## config.mk

```make
export PLATFORM = sky130hd
export DESIGN_NAME = fbpa_ctrl
export DESIGN_NICKNAME = d
export VERILOG_FILES = /design/src/rtl/fbpa_pkg.sv /design/src/rtl/fbpa_ctrl.sv
export VERILOG_INCLUDE_DIRS = /design/src /design/src/rtl
export SDC_FILE = /design/constraint.sdc
export NUM_CORES = 1
export LEC_CHECK = 0
export BUFFER_PORTS_ARGS = -buffer_cell sky130_fd_sc_hd__buf_2
export CORE_AREA = 2 2 39 41
export DETAILED_ROUTE_END_ITERATION = 12
export DIE_AREA = 0 0 41 43
export GPL_ROUTABILITY_DRIVEN = 1
export PLACE_DENSITY = 0.3
export SETUP_SLACK_MARGIN = 0.05
export SKIP_CTS_REPAIR_TIMING = 1
export SLEW_MARGIN = 10
export SYNTH_ARGS = -nofsm -noshare
export SYNTH_HDL_FRONTEND = slang
export SYNTH_SLANG_ARGS = --single-unit
```

## constraint.sdc

```tcl
create_clock -name clk -period 1.2 [get_ports clk]
set_input_delay 0.24 -clock clk [delete_from_list [all_inputs] [get_ports clk]]
set_output_delay 0.24 -clock clk [all_outputs]
set_load 0.01 [all_outputs]
```

## src/rtl/assert_macros.svh

```systemverilog
// assertion macros shared by the allocator rtl
`ifndef ASSERT_MACROS_SVH
`define ASSERT_MACROS_SVH

// property that must hold at every clock edge out of reset
`define ASSERT_ALWAYS(lbl, expr, msg) \
  lbl: assert property (@(posedge clk) disable iff (rst) (expr)) else $error(msg);

// condition in one cycle implies a property in the next
`define ASSERT_NEXT(lbl, pre, post, msg) \
  lbl: assert property (@(posedge clk) disable iff (rst) (pre) |=> (post)) else $error(msg);

`endif

```

## src/rtl/fbpa_pkg.sv

```systemverilog
// types, codes and constants of the block pool allocator
package fbpa_pkg;

  localparam int unsigned DEFAULT_MAX_BLOCKS = 1024;

  localparam int unsigned ADDR_W     = 32;
  localparam int unsigned CELL_W     = 16;
  localparam int unsigned CAP_W      = 11;
  localparam int unsigned STATUS_W   = 2;
  localparam int unsigned CFG_DATA_W = 32;
  localparam int unsigned CFG_IDX_W  = 2;

  localparam logic [CELL_W-1:0] BLOCK_SIZE_RESET = CELL_W'(8);

  // request operations
  localparam logic OP_ALLOC = 1'b0;
  localparam logic OP_FREE  = 1'b1;

  // result status codes
  localparam logic [STATUS_W-1:0] ST_OK    = 2'd0;
  localparam logic [STATUS_W-1:0] ST_EMPTY = 2'd1;
  localparam logic [STATUS_W-1:0] ST_FULL  = 2'd2;

  // configuration register indexes
  localparam logic [CFG_IDX_W-1:0] REG_POOL_BASE  = 2'd0;
  localparam logic [CFG_IDX_W-1:0] REG_BLOCK_SIZE = 2'd1;
  localparam logic [CFG_IDX_W-1:0] REG_CAPACITY   = 2'd2;

  // controller to datapath
  typedef struct packed {
    logic accept;     // latch the request beat
    logic exec;       // perform the latched request and load the result
    logic load_mul;   // register effective capacity and region size
    logic load_pool;  // re-create the pool from the registers
  } fbpa_cmd_t;

  // datapath to controller
  typedef struct packed {
    logic cfg_hit;    // write to a defined register this cycle
    logic out_stall;  // result register holds a beat not yet taken
  } fbpa_sts_t;

endpackage

```

## src/rtl/fbpa_ctrl.sv

```systemverilog
// sequencing state machine of the block pool allocator
module fbpa_ctrl (
  input  logic                clk,
  input  logic                rst,
  input  logic                req_valid,
  output logic                req_ready,
  input  fbpa_pkg::fbpa_sts_t sts,
  output fbpa_pkg::fbpa_cmd_t cmd
);
  import fbpa_pkg::*;

  localparam logic [1:0] S_LOAD_MUL  = 2'd0;
  localparam logic [1:0] S_LOAD_POOL = 2'd1;
  localparam logic [1:0] S_IDLE      = 2'd2;
  localparam logic [1:0] S_EXEC      = 2'd3;

  logic [1:0] state;
  logic [1:0] state_next;

  always_comb begin
    state_next = state;
    priority if (sts.cfg_hit) begin
      state_next = S_LOAD_MUL;
    end else begin
      unique case (state)
        S_LOAD_MUL:  state_next = S_LOAD_POOL;
        S_LOAD_POOL: state_next = S_IDLE;
        S_IDLE:      if (req_valid) state_next = S_EXEC;
        S_EXEC:      if (!sts.out_stall) state_next = S_IDLE;
        default:     state_next = S_LOAD_MUL;
      endcase
    end
  end

  always_ff @(posedge clk) begin
    if (rst) begin
      state <= S_LOAD_MUL;
    end else begin
      state <= state_next;
    end
  end

  assign req_ready     = (state == S_IDLE);
  assign cmd.accept    = (state == S_IDLE) && req_valid;
  assign cmd.exec      = (state == S_EXEC) && !sts.out_stall;
  assign cmd.load_mul  = (state == S_LOAD_MUL);
  assign cmd.load_pool = (state == S_LOAD_POOL);

`include "assert_macros.svh"

  `ASSERT_NEXT(a_accept_to_exec, cmd.accept && !sts.cfg_hit, state == S_EXEC, "no exec after accept")
  `ASSERT_NEXT(a_cfg_rebuild, sts.cfg_hit, state == S_LOAD_MUL, "config write did not rebuild")
  `ASSERT_NEXT(a_mul_then_pool, cmd.load_mul && !sts.cfg_hit, cmd.load_pool, "rebuild sequence broken")

endmodule

```

* Word-level counts from Yosys, hierarchy flattened
Cells that the tools add are included.
Cells by class: equality and inequality tests 5, multiplexer cells 3, reductions and logical operators 6
Operators with widths (count):
- $pmux W2 S4 | 1
- $eq A2 B2 Y1 const B | 2
- $mux W2 | 2
- $ne A2 B2 Y1 const B | 2
- $eq A2 B1 Y1 const B | 1
- $logic_and A1 B1 Y1 | 2
- $logic_not A2 Y1 | 1
- $reduce_and A2 Y1 | 1
- $reduce_or A2 Y1 | 1
- $logic_not A1 Y1 | 1
Word-level totals: bits in registers 2, input port bits 5, output and inout port bits 5, word-level logic and storage cells 15

* Logic depth before layout (Yosys ltp)
Gate-level depths: netlist of the first run.
depth in word-level cells 3, gate-level depth with buffers 2, gate-level depth less buffers 2

* Worst setup path before layout of the first run
OpenSTA, ideal clock, no wires.
path kind reg2out, from reg state[1], to out cmd[3] (netlist name), data arrival time 0.738 ns, setup slack 0.222 ns, stages on the path, launching flop included 3, buffers on the path 0, path through dfxtp_1 nor2b_4 and2_1
RTL lines:
- from (decl) | RTL line fbpa_ctrl.sv:17 | logic [1:0] state;
- from (signal assigned) | RTL line fbpa_ctrl.sv:39 | state <= state_next;
- to (decl) | RTL line fbpa_ctrl.sv:8 | output fbpa_pkg::fbpa_cmd_t cmd

==> results summary, run 1 <==
Max-cap violations in this run came to 0. For this block, the routed nets add up to between 300 and 400 um of wire. By count the netlist is led by dfxtp_1 (2), nor2_1 (2). The number of top-level pins is 10. In the synthesized netlist the dominant register cell turns out to be dfxtp_1. The count of pins over their slew limit was 0. The share of synthesized flip-flops with an asynchronous set or reset is 0%. The net count of the mapped netlist came out at 17. The number of CTS-inserted buffers came out at 3. The longest individual stage delay on the worst path came out at 0.34 ns. No sink is reached through more buffers than the 2 on the longest clock path.

The flip-flop count of the largest register after layout came out at 2. Together, buffers and inverters on the worst path number 1. The repair_antennas step left the layout with diodes totalling 0.

For this run, design rule violations remaining after detail routing come to 0. The synthesized flop and latch total is 2. The tightest hold path in the finished design has a slack of between 0.15 and 0.2 ns. Ranked by flip-flop count, first place goes to state. The minimum clock period after layout came out at between 1 and 1.5 ns. Summed over all layers, the global routing overflow is 0. The number of nets in the finished design came out at 32.

The first detailed-routing pass ran for 2 iterations. Counting the fill cells in the layout gives 163. The share of the core filled with cells came out at 15.1%.

The final count of negative-setup-slack endpoints came out at 0. The post-route antenna net violation count is 0. The number of cells after detailed placement is 37.

For this run, the register share of the synthesized area comes to between 30 and 40%. Synthesis produced 12 cells. TritonCTS built the clock tree. The floorplan step defined a die boundary enclosing 1760 um2. The share of cells above drive strength 1 is between 60% and 70%. The number of antenna violations at the first check in global routing was 0. The pin count of the biggest net entering global routing came out at 6. STA puts the critical path data required time at 0.96 ns. The total number of vias is ~140. The total global routing track utilization came out at roughly 5.4%. Timing would allow up to 0.835 GHz. The via count of the first global-routing pass came out at 131. A synthesized cell averages 9.07 um2. Along the worst path, the maximum fanout reaches 5. The height of the chip came out at approximately 43 um.

The clock sink count came out at 2. The root buffer cell chosen for the clock tree is clkbuf_4. The core region area is 1380 um2. Walking the worst path, the cells encountered are nor2b_4 -> and2_1 -> buf_2. The setup slack after layout came out at 0.00266 ns.

The total negative setup slack is 0 ns. At the end of routability-driven placement, the weighted congestion stood at 0.533. The leakage power of the design is 0.102 nW. From left edge to right edge, the die measures ~41 um. The initial core utilization came out at 7.87%. The wire length of the first global-routing pass is 510 um. The number of buffers inserted by port buffering is 9.

The worst slack at placement came out at 0.150 ns. The post-route fraction of the period consumed by the critical path is 99.8%. The number of unique standard cell types used by synthesis came out at 10. The detailed-route vias per instance is 3.32. Yosys printed 0 warnings. The mean routed wirelength per cell is 7.41 um. CTS built an H-tree with a depth of 1. The arrival time of the worst setup path came out at 0.96 ns. The number of failing hold endpoints at the final stage came out at 0. The share of the synthesized area in the top cell type is between 30% and 40%.

Setup repair after global routing could not meet its margin everywhere. The synthesized design spends more area on one cell type than any other, namely dfxtp_1. The path type of the worst min-delay path is input port to flip-flop. Once detailed placement completed, the half-perimeter wirelength came to 239 um.

The register clock-pin slew on the reported worst setup and hold paths came out at ~0.030 ns. The worst-case headroom to the max-slew limit is 84.3%. Clock latency on the worst-skew pair, taken at its later pin, is between 0.2 and 0.25 ns. The flow ran to the end, and the final reports show no timing, DRC or antenna violations.

In the post-synthesis netlist, the biggest area contributors are dfxtp_1 (37%), a2111oi_2 (14%), nor2b_4 (13%). For the pin with the worst max-slew slack, the measured transition is approximately 0.23 ns. The type of element capturing the critical path is an output port.

The initial detailed-routing violation count came out at 1. The slowest stage of the critical path is the dfxtp_2 cell. The initialized floorplan defines 14 standard-cell rows. The largest registers in the layout are state x2. The ratio of total power to cell area is approximately 1200 nW/um2. STA classifies the critical path startpoint as a flip-flop.

The final standard cell count with taps included and fillers excluded is slightly above 40. The post-synthesis to final-layout area growth is 92.0%. The family with the most delay on the worst path is flip-flops. The clock tree skew after final layout is 0.00327 ns. The peak ir drop on the vdd network is 0.327 mV. In this run, synthesis inferred 0 flip-flops with an integrated enable. The summed instance area of the synthesized netlist is 109 um2.

The category of the critical setup timing path is flip-flop to output port.
==> worst reg2reg max path: cells and delay by family (launching register included) <==
family / cells / cell delay (ns)
flops: 1 / 0.32
compound gates: 1 / 0.32
simple gates: 1 / 0.13
buf+inv: 1 / 0.12
==> placed cells by master, fill, tap and decap left out <==
cell type  Yosys  final
and2_1         1      1
dfxtp_2        0      1
buf_4          0      1
a21boi_1       1      1
a2111oi_2      1      1
clkbuf_4       0      3
nor2b_1        1      1
dfxtp_4        0      1
inv_1          1      1
nor2b_4        1      1
nand2_1        1      1
buf_2          0      9
nor2_1         2      2
nor3_1         1      1
==> layout make-up <==
class	instances	area [um2]	area share (%)
tap	16	20.0	9.58
timing repair buffer	10	52.6	25.1
inverter	1	3.75	1.80
sequential	2	45.0	21.6
multi-input combinational	9	65.1	31.1
clock buffer	3	22.5	10.8
==> metrics by stage <==
step | instance area, um2 | power, mW
floorplan | 109 | 0.0905
global placement | 174 | 0.107
detailed placement | 174 | 0.108
CTS | 196 | 0.264
global route | 209 | 0.286
finish | 209 | 0.255
==> kinds of logic (layout without fill, tap and decap cells) <==
group / count (synthesis) / count (layout) / share of synthesized area [%]
flops: 2 / 2 / 36.8
compound gates: 2 / 2 / 20.7
buf+inv: 1 / 14 / 3.44
simple gates: 7 / 7 / 39.1
==> power by group <==
part	internal (mW)	switching, mW
Clock	0.110	0.0374
Sequential	0.0699	0.00443
Combinational	0.0174	0.0156
Total	0.198	0.0574
==> worst paths after layout <==
kind / slack (ns) / end / startpoint / cells past startpoint
worst min register to register: 0.56 / state[1] / state[1] / 2
worst max register to register: 0.20 / state[0] / state[1] / 3
worst min-delay path: 0.19 / state[0] / rst / 2
worst max-delay path: 0.003 / cmd[3] / state[1] / 3
==> layer usage <==
metal	GRT usage [%]	vias to the layer above	part of all wire, %
li1	-	69	-
met1	5.11	57	50
met2	4.38	10	31
met3	6.28	0	19
met4	8.00	0	0
met5	0	-	0
Note: power is estimated with default switching activity, not from simulation.
==> run 2, diff against run 1 <==
--- a/config.mk
+++ b/config.mk
@@ -6,6 +6,7 @@
 export SDC_FILE = /design/constraint.sdc
 export NUM_CORES = 1
 export LEC_CHECK = 0
+export ABC_AREA = 1
 export BUFFER_PORTS_ARGS = -buffer_cell sky130_fd_sc_hd__buf_2
 export CORE_AREA = 2 2 39 41
 export DETAILED_ROUTE_END_ITERATION = 12
@@ -14,7 +15,7 @@
 export PLACE_DENSITY = 0.3
 export SETUP_SLACK_MARGIN = 0.05
 export SKIP_CTS_REPAIR_TIMING = 1
-export SLEW_MARGIN = 10
+export SLEW_MARGIN = 30
 export SYNTH_ARGS = -nofsm -noshare
 export SYNTH_HDL_FRONTEND = slang
 export SYNTH_SLANG_ARGS = --single-unit
==> constraint.sdc (replaced) <==
create_clock -name clk -period 1.1 [get_ports clk]
set_input_delay 0.22 -clock clk [delete_from_list [all_inputs] [get_ports clk]]
set_output_delay 0.22 -clock clk [all_outputs]
set_load 0.01 [all_outputs]
==> run 2 against run 1 <==
  * Area after synthesis down 8.0%
  * Global-route usage down 0.41 points
  * Design area up 16%
  * Non-clock buffer count up 3
  * Sequential power up 6.2%
  * The flow now finishes with violations (negative setup slack)
  * Critical endpoint unchanged
  * Sequential share of layout area down 3.0 points
  * Power up 13%
  * Setup slack worse by 0.067 ns
  * Clock power up 7%
  * Critical path depth unchanged
  * Cell count up 17%
  * Routed wire length up 22%
==> results summary, run 2 <==
The run finished, with violations left. The final reports fail on negative setup slack. The sequential power share is 27.4% (-1.8 points).

The sum of overflow across all layers after global routing was 0 (unchanged). The share of the core filled with cells is 17.5% (+2.4 points). The number of cells on the worst reg-to-reg path came to 5 (+2). The internal power came out at 223 uW (+13%).

Of all cell types, the one taking the most synthesized area is dfxtp_1. The number of flops mapped to enable cells by yosys is 0 (unchanged). The count of max-cap constraint violations came out at 0 (unchanged). The number of unique standard cell types used by synthesis is 9 (-1).

After layout, the minimum clock period comes to 1.16 ns. The arrival time of the worst setup path came out at 0.94 ns (-0.02 ns). The mean instance size in the synthesized netlist is 6.26 um2 (-31%).

The count of pins over their slew limit was 0 (unchanged). The wire length of the first global-routing pass is 531 um (+4.1%). The worst hold slack after final layout came out at 0.248 ns (+0.0594 ns). The post-route fraction of the period consumed by the critical path is 106%. The longest individual stage delay on the worst path was 0.31 ns (-0.03 ns). The sequential fraction of the synthesis area came out at 40.0% (+3.2 points). Among all flip-flop cells after synthesis, the most frequent one is dfxtp_1. The share of synthesized flip-flops with an asynchronous set or reset came out at 0% (unchanged). The ratio of total power to cell area came out at 1190 nW/um2 (-2.6%). The largest buffer count on any clock path came out at 2 (unchanged). The switching portion of total power is 22.7% (+0.19 points). The minimum setup slack among reg-to-reg paths is 0.28 ns (+0.08 ns). The largest driver fanout on the critical path came to 4 (-1).

The height of the chip is 43 um (unchanged). The final antenna diode count is 0 (unchanged). Compared with the post-synthesis result, the final layout area differs by 143%. Leaving out fill and tap cells, the most frequent cell in the layout is buf_2. The register clock-pin slew on the reported worst setup and hold paths came out at 0.03 ns (about the same).

The number of failing hold endpoints at the final stage is 0 (unchanged). Setup repair after global routing could not meet its margin everywhere. The number of top-level pins came to 10 (unchanged).

The worst register-to-register path begins at state[0]. The worst register-to-register path ends at state[0]. The peak ir drop on the vdd network is 0.322 mV (-1.8%). The routability congestion estimate was 0.549 (+3.1%). By startpoint and endpoint, the worst setup path is classified as flip-flop to output port.

The die outline width came to 41 um (unchanged). The hold path depth was 3 (+1). Clock tree synthesis selected as its root buffer the cell clkbuf_4.

The share of the synthesized area in the top cell type was 40.0% (+3.2 points). STA classifies the critical path endpoint as an output port. The post-route antenna net violation count came out at 0 (unchanged). The launch instance of the worst min-delay path is rst. The number of antenna violations at the first check in global routing came to 0 (unchanged).

The flip-flop count of the largest register after layout came out at 2 (unchanged). The cell at the slowest stage of the critical path is dfxtp_2. The full die area was 1760 um2 (unchanged). The number of nets in the finished design came out at 39 (+22%). The power share of the combinational group came out at 17.8% (+4.9 points). The required time at the worst-slack endpoint is 0.88 ns (-0.08 ns).

The number of CTS-inserted buffers was 3 (unchanged). By instance count, the leading cell after synthesis is nor2_1. The number of buffers inserted by port buffering is 9 (unchanged). The net count of the mapped netlist came out at 21 (+4). The setup slack after layout is -0.0647 ns (-0.0674 ns).

Sorting the synthesized cells by how often they occur yields nor2_1 (4), dfxtp_1 (2), inv_2 (2), nand2_1 (2), nor3_1 (2). The signal on the critical path passes through buf_6 -> nor3_2 -> buf_2. The pin count of the biggest net entering global routing came to 6 (unchanged). More flip-flops sit in one register than any other, and that register is state. The initial detailed-routing violation count came out at 1 (unchanged). The initial core utilization is 7.23% (-0.63 points). The worst-case headroom to the max-slew limit came out at 91.8% (+7.5 points). By area the synthesized netlist is led by dfxtp_1 (40%), nor2_1 (15%), nor3_1 (10%).

The summed instance area of the synthesized netlist is 100 um2 (-8.0%). The path class of the tightest hold or removal check is input port to flip-flop. The leakage power of the design came out at 0.123 nW (+21%). The total number of placement rows was 14 (unchanged).

The share of cells above drive strength 1 is 71.9% (+3.9 points). The count of yosys warnings during synthesis came out at 0 (unchanged). The endpoint with the worst hold slack is state[1]. The post-synthesis instance total is 16 (+4).

In the layout the commonest cells are buf_2 (9), nor2_1 (3), clkbuf_4 (3). The clock sink count came out at 2 (unchanged). In the final layout, the registers with the most flip-flops are state x2.

The total global routing track utilization is 5.01% (-0.41 points). STA classifies the critical path startpoint as a flip-flop. The CTS H-tree depth is 1 (unchanged). The clock tree skew after final layout is 0.00119 ns (-0.00208 ns).

The core region area came out at 1380 um2 (unchanged). The clock network power share is 54.9% (-3.0 points). The total number of vias is 155 (+14%). The switching power came out at 65.5 uW (+14%).

The number of remaining DRC errors came out at 0 (unchanged). The final count of negative-setup-slack endpoints is 5 (+5). The clock latency reported for the late side of the worst-skew pair is 0.22 ns (about the same).

The detailed-route vias per instance is 3.23 (-2.7%). The mean routed wirelength per cell came out at 7.73 um (+4.2%). The worst-margin pin slew is 0.123 ns (-0.112 ns). The via count of the first global-routing pass was 142 (+8.4%). The synthesized flop and latch total is 2 (unchanged). The clock tree from TritonCTS is built. The total wirelength of the detailed-routed design was 371 um (+22%). The number of detailed-route iterations in the first pass is 2 (unchanged). The top achievable clock speed came out at 0.859 GHz.
## run 2: layer usage
metal	vias to the layer above	global-route usage [%]	routed length (um)
li1	82	-	-
met1	63	5.73	168
met2	10	4.38	133
met3	0	3.14	68
met4	0	8.00	0
met5	-	0	0
## run 2: layout make-up
cell class / instances / area, um2
Timing Repair Buffer: 13 / 82.6
Inverter: 3 / 11.3
Sequential cell: 2 / 45.0
Tap cell: 16 / 20.0
Fill cell: 161 / 1140
Multi-Input combinational cell: 11 / 61.3
Clock buffer: 3 / 22.5
## run 2: worst max-delay path, delay by kind of cell (launching register included)
family	cells	cell delay, ns
buffers and inverters	2	0.27
DFF	1	0.31
and+or+nand+nor	1	0.14
## run 2: kinds of logic (layout without fill, tap and decap cells)
logic type,Yosys count,in the layout,synth area share (%)
buffers and inverters,3,19,11.2
flip-flops,2,2,40.0
AND/OR/NAND/NOR,10,10,43.7
AO/OA/AOI/OAI,1,1,5.00
## run 2: power by group through the flow
stage | sequential, mW | combinational, mW | clock (mW)
finish | 0.0789 | 0.0513 | 0.158
CTS | 0.0797 | 0.0397 | 0.173
global route | 0.0794 | 0.0563 | 0.173
detailed placement | 0.0806 | 0.0395 | 0
global placement | 0.0806 | 0.0400 | 0
floorplan | 0.0813 | 0.0158 | 0
## run 2: how the worst max path moves through the flow
stage	from	slack (ns)	cells after the start	end
final	state[0]	-0.06	3	cmd[3]
after detailed placement	state[0]	0.09	3	cmd[3]
after global placement	state[1]	0.08	3	cmd[2]
after CTS	state[0]	-0.16	3	cmd[3]
after global routing	state[0]	-0.12	3	cmd[3]
after floorplan	state[1]	0.16	2	cmd[3]
## run 2: per-stage QoR
stage          total power, mW  setup slack, ns  TNS [ns]  std cells  instance area (um2)
6_report                 0.289          -0.0647    -0.180         48                  243
5_1_grt                  0.309           -0.121    -0.415         48                  243
4_1_cts                  0.293           -0.159    -0.432         46                  203
3_5_place_dp             0.120           0.0859         0         43                  180
3_3_place_gp             0.121           0.0810         0         43                  180
2_1_floorplan           0.0972            0.163         0         16                  100
==> run 3, diff against run 2 <==
--- a/config.mk
+++ b/config.mk
@@ -9,6 +9,7 @@
 export ABC_AREA = 1
 export BUFFER_PORTS_ARGS = -buffer_cell sky130_fd_sc_hd__buf_2
 export CORE_AREA = 2 2 39 41
+export CTS_BUF_LIST = sky130_fd_sc_hd__clkbuf_16
 export DETAILED_ROUTE_END_ITERATION = 12
 export DIE_AREA = 0 0 41 43
 export GPL_ROUTABILITY_DRIVEN = 1
==> run 3 against run 2 <==
  * The flow still finishes with violations (negative setup slack)
  * Clock-buffer cell count stayed put
  * Worst hold slack is essentially flat
  * Critical path type unchanged
  * First-iteration DRC count stayed put
==> results summary, run 3 (synthesized netlist as in run 2, its figures left out) <==
The flow ran to the end, but the final reports show violations. The final reports fail on negative setup slack. The wire length of the first global-routing pass came out at 565 um (+6.4%). The clock tree skew after final layout is 0.000634 ns (-0.000555 ns). TritonCTS built the clock tree. The initial core utilization is 7.23% (unchanged). STA classifies the critical path startpoint as a flip-flop. The total number of vias is 156 (+0.65%). The total global routing track utilization came out at 5.51% (+0.50 points).

The worst hold slack after final layout was 0.248 ns (+0.000105 ns). The leakage power of the design came out at 0.146 nW (+19%). The number of detailed-route iterations in the first pass is 2 (unchanged). The number of buffers inserted by port buffering is 9 (unchanged). The number of cells after detailed placement came out at 43 (unchanged). The number of cells on the worst reg-to-reg path is 5 (unchanged). The top achievable clock speed came out at 0.860 GHz (+0.22%). The number of CTS-inserted buffers came to 3 (unchanged). In the layout the commonest cells are buf_2 (9), nor2_1 (3), clkbuf_16 (3). The mean routed wirelength per cell is 8.06 um (+4.3%). The via count of the first global-routing pass is 140 (-1.4%). The ratio of total power to cell area was 2280 nW/um2 (+92%). Setup repair after global routing could not meet its margin everywhere. The arrival time of the worst setup path came out at 0.94 ns (about the same). The flip-flop count of the largest register after layout is 2 (unchanged). The final antenna diode count is 0 (unchanged).

For hold timing, the worst endpoint is state[1]. The register clock-pin slew on the reported worst setup and hold paths is 0.03 ns (about the same). The count of filler cells inserted in the layout came to 158 (-1.9%). Traced cell by cell, the critical path runs through buf_6 -> nor3_2 -> buf_2. The CTS H-tree depth was 1 (unchanged). The startpoint identified for the worst register-to-register timing path is state[0]. The core region area is 1380 um2 (unchanged). The switching power came to 107 uW (+64%).

The largest buffer count on any clock path came out at 2 (unchanged). CTS placed an instance of clkbuf_16 at the clock tree root. The number of buffer and inverter instances along the worst setup path is 2 (unchanged).

The total number of placement rows was 14 (unchanged). Ranked by flip-flop count, first place goes to state. The count of pins over their slew limit came out at 0 (unchanged). The full die area came to 1760 um2 (unchanged). The post-synthesis to final-layout area growth came out at 195%. The power share of the combinational group is 7.6% (-10 points).

Among cell families on the critical path, the largest total delay comes from flip-flops. The number of top-level pins is 10 (unchanged). The type of element capturing the critical path is an output port.

The height of the chip is 43 um (unchanged). The number of remaining DRC errors came to 0 (unchanged). The clock network power share came out at 80.6% (+26 points). The number of antenna violations at the first check in global routing is 0 (unchanged). The critical path is of the flip-flop to output port type. The die outline width came out at 41 um (unchanged).

The internal power is 565 uW (+150%). The largest registers in the layout are state x2. The minimum setup slack among reg-to-reg paths was 0.28 ns (about the same).

The longest individual stage delay on the worst path is 0.31 ns (about the same). The post-route antenna net violation count is 0 (unchanged). The launch instance of the worst min-delay path is rst. The share of cells above drive strength 1 is 71.9% (unchanged). The sequential power share is 11.7% (-16 points). The routability congestion estimate is 0.549 (unchanged). The library cell used most frequently in the layout, excluding fill and tap cells, is buf_2. The path type of the worst min-delay path is input port to flip-flop. The post-route fraction of the period consumed by the critical path came out at 106% (-0.23 points). The minimum clock period after layout is 1.16 ns (-0.00255 ns). The worst-case headroom to the max-slew limit came out at 91.8% (unchanged).

The number of failing hold endpoints at the final stage was 0 (unchanged). The hold path depth came out at 3 (unchanged). The initial detailed-routing violation count came out at 1 (unchanged). The final count of negative-setup-slack endpoints came to 5 (unchanged).

The total wirelength of the detailed-routed design was 387 um (+4.3%). The pin count of the biggest net entering global routing came out at 6 (unchanged). In this run the critical register-to-register path is captured at state[0]. The largest driver fanout on the critical path was 4 (unchanged). The clock latency reported for the late side of the worst-skew pair came out at 0.22 ns (about the same). The detailed-route vias per instance came out at 3.25 (+0.65%). The sum of overflow across all layers after global routing came out at 0 (unchanged).

The number of nets in the finished design is 39 (unchanged). The largest individual stage delay along the critical path comes from the cell dfxtp_2. The setup slack after layout is -0.0622 ns (+0.00255 ns). The count of max-cap constraint violations came to 0 (unchanged). The final standard cell count with taps included and fillers excluded was 48 (unchanged).

The switching portion of total power is 16.0% (-6.7 points). The required time at the worst-slack endpoint is 0.88 ns (about the same). The worst-margin pin slew is 0.123 ns (unchanged).

Tracing the worst setup path back leads to its startpoint at state[0]. The clock sink count came out at 2 (unchanged). The peak ir drop on the vdd network is 0.936 mV (+190%).
## run 3: cell types whose count changed in the layout (fill, tap and decap cells not counted)
cell,before,now
clkbuf_4,3,0
clkbuf_16,0,3
## run 3: worst register-to-register path, stage by stage, from the launching register on
cell and delay (ns):
dfxtp_2 0.33, inv_2 0.04, buf_6 0.10, buf_4 0.12
nand2_1 0.06, a21oi_1 0.05
## run 3: power groups by stage
stage	Clock [mW]	Sequential, mW	Combinational (mW)
2_1_floorplan	0	0.0813	0.0158
3_3_place_gp	0	0.0806	0.0400
3_5_place_dp	0	0.0806	0.0395
4_1_cts	0.555	0.0797	0.0397
5_1_grt	0.559	0.0795	0.0563
6_report	0.542	0.0789	0.0513
## run 3: worst max path at each step
stage	to	slack, ns	cells after the start
5_1_grt	cmd[3]	-0.11	3
3_3_place_gp	cmd[2]	0.08	3
4_1_cts	cmd[3]	-0.15	3
3_5_place_dp	cmd[3]	0.09	3
2_1_floorplan	cmd[3]	0.16	2
6_report	cmd[3]	-0.06	3
## run 3: per-stage QoR
step / total power [mW] / area, um2 / utilization (%) / worst slack [ns] / setup TNS, ns
global placement: 0.121 / 180 / 13.0 / 0.0810 / 0
CTS: 0.674 / 255 / 18.4 / -0.147 / -0.373
global route: 0.695 / 295 / 21.3 / -0.112 / -0.369
floorplan: 0.0972 / 100 / - / 0.163 / 0
finish: 0.673 / 295 / 21.3 / -0.0622 / -0.166
detailed placement: 0.120 / 180 / 13.0 / 0.0859 / 0
## run 3: area by class of cell
class	count	area [um2]	area share [%]
timing repair buffer	13	82.6	28.0
clock buffer	3	75.1	25.4
multi-input combinational	11	61.3	20.8
sequential	2	45.0	15.3
tap	16	20.0	6.78
inverter	3	11.3	3.81
## run 3: metal layers
metal / GRT usage [%] / share of wire [%] / vias to the layer above
li1: - / - / 81
met1: 6.37 / 45 / 60
met2: 4.38 / 30 / 13
met3: 4.71 / 20 / 2
met4: 8.00 / 3.6 / 0
met5: 0 / 0 / -
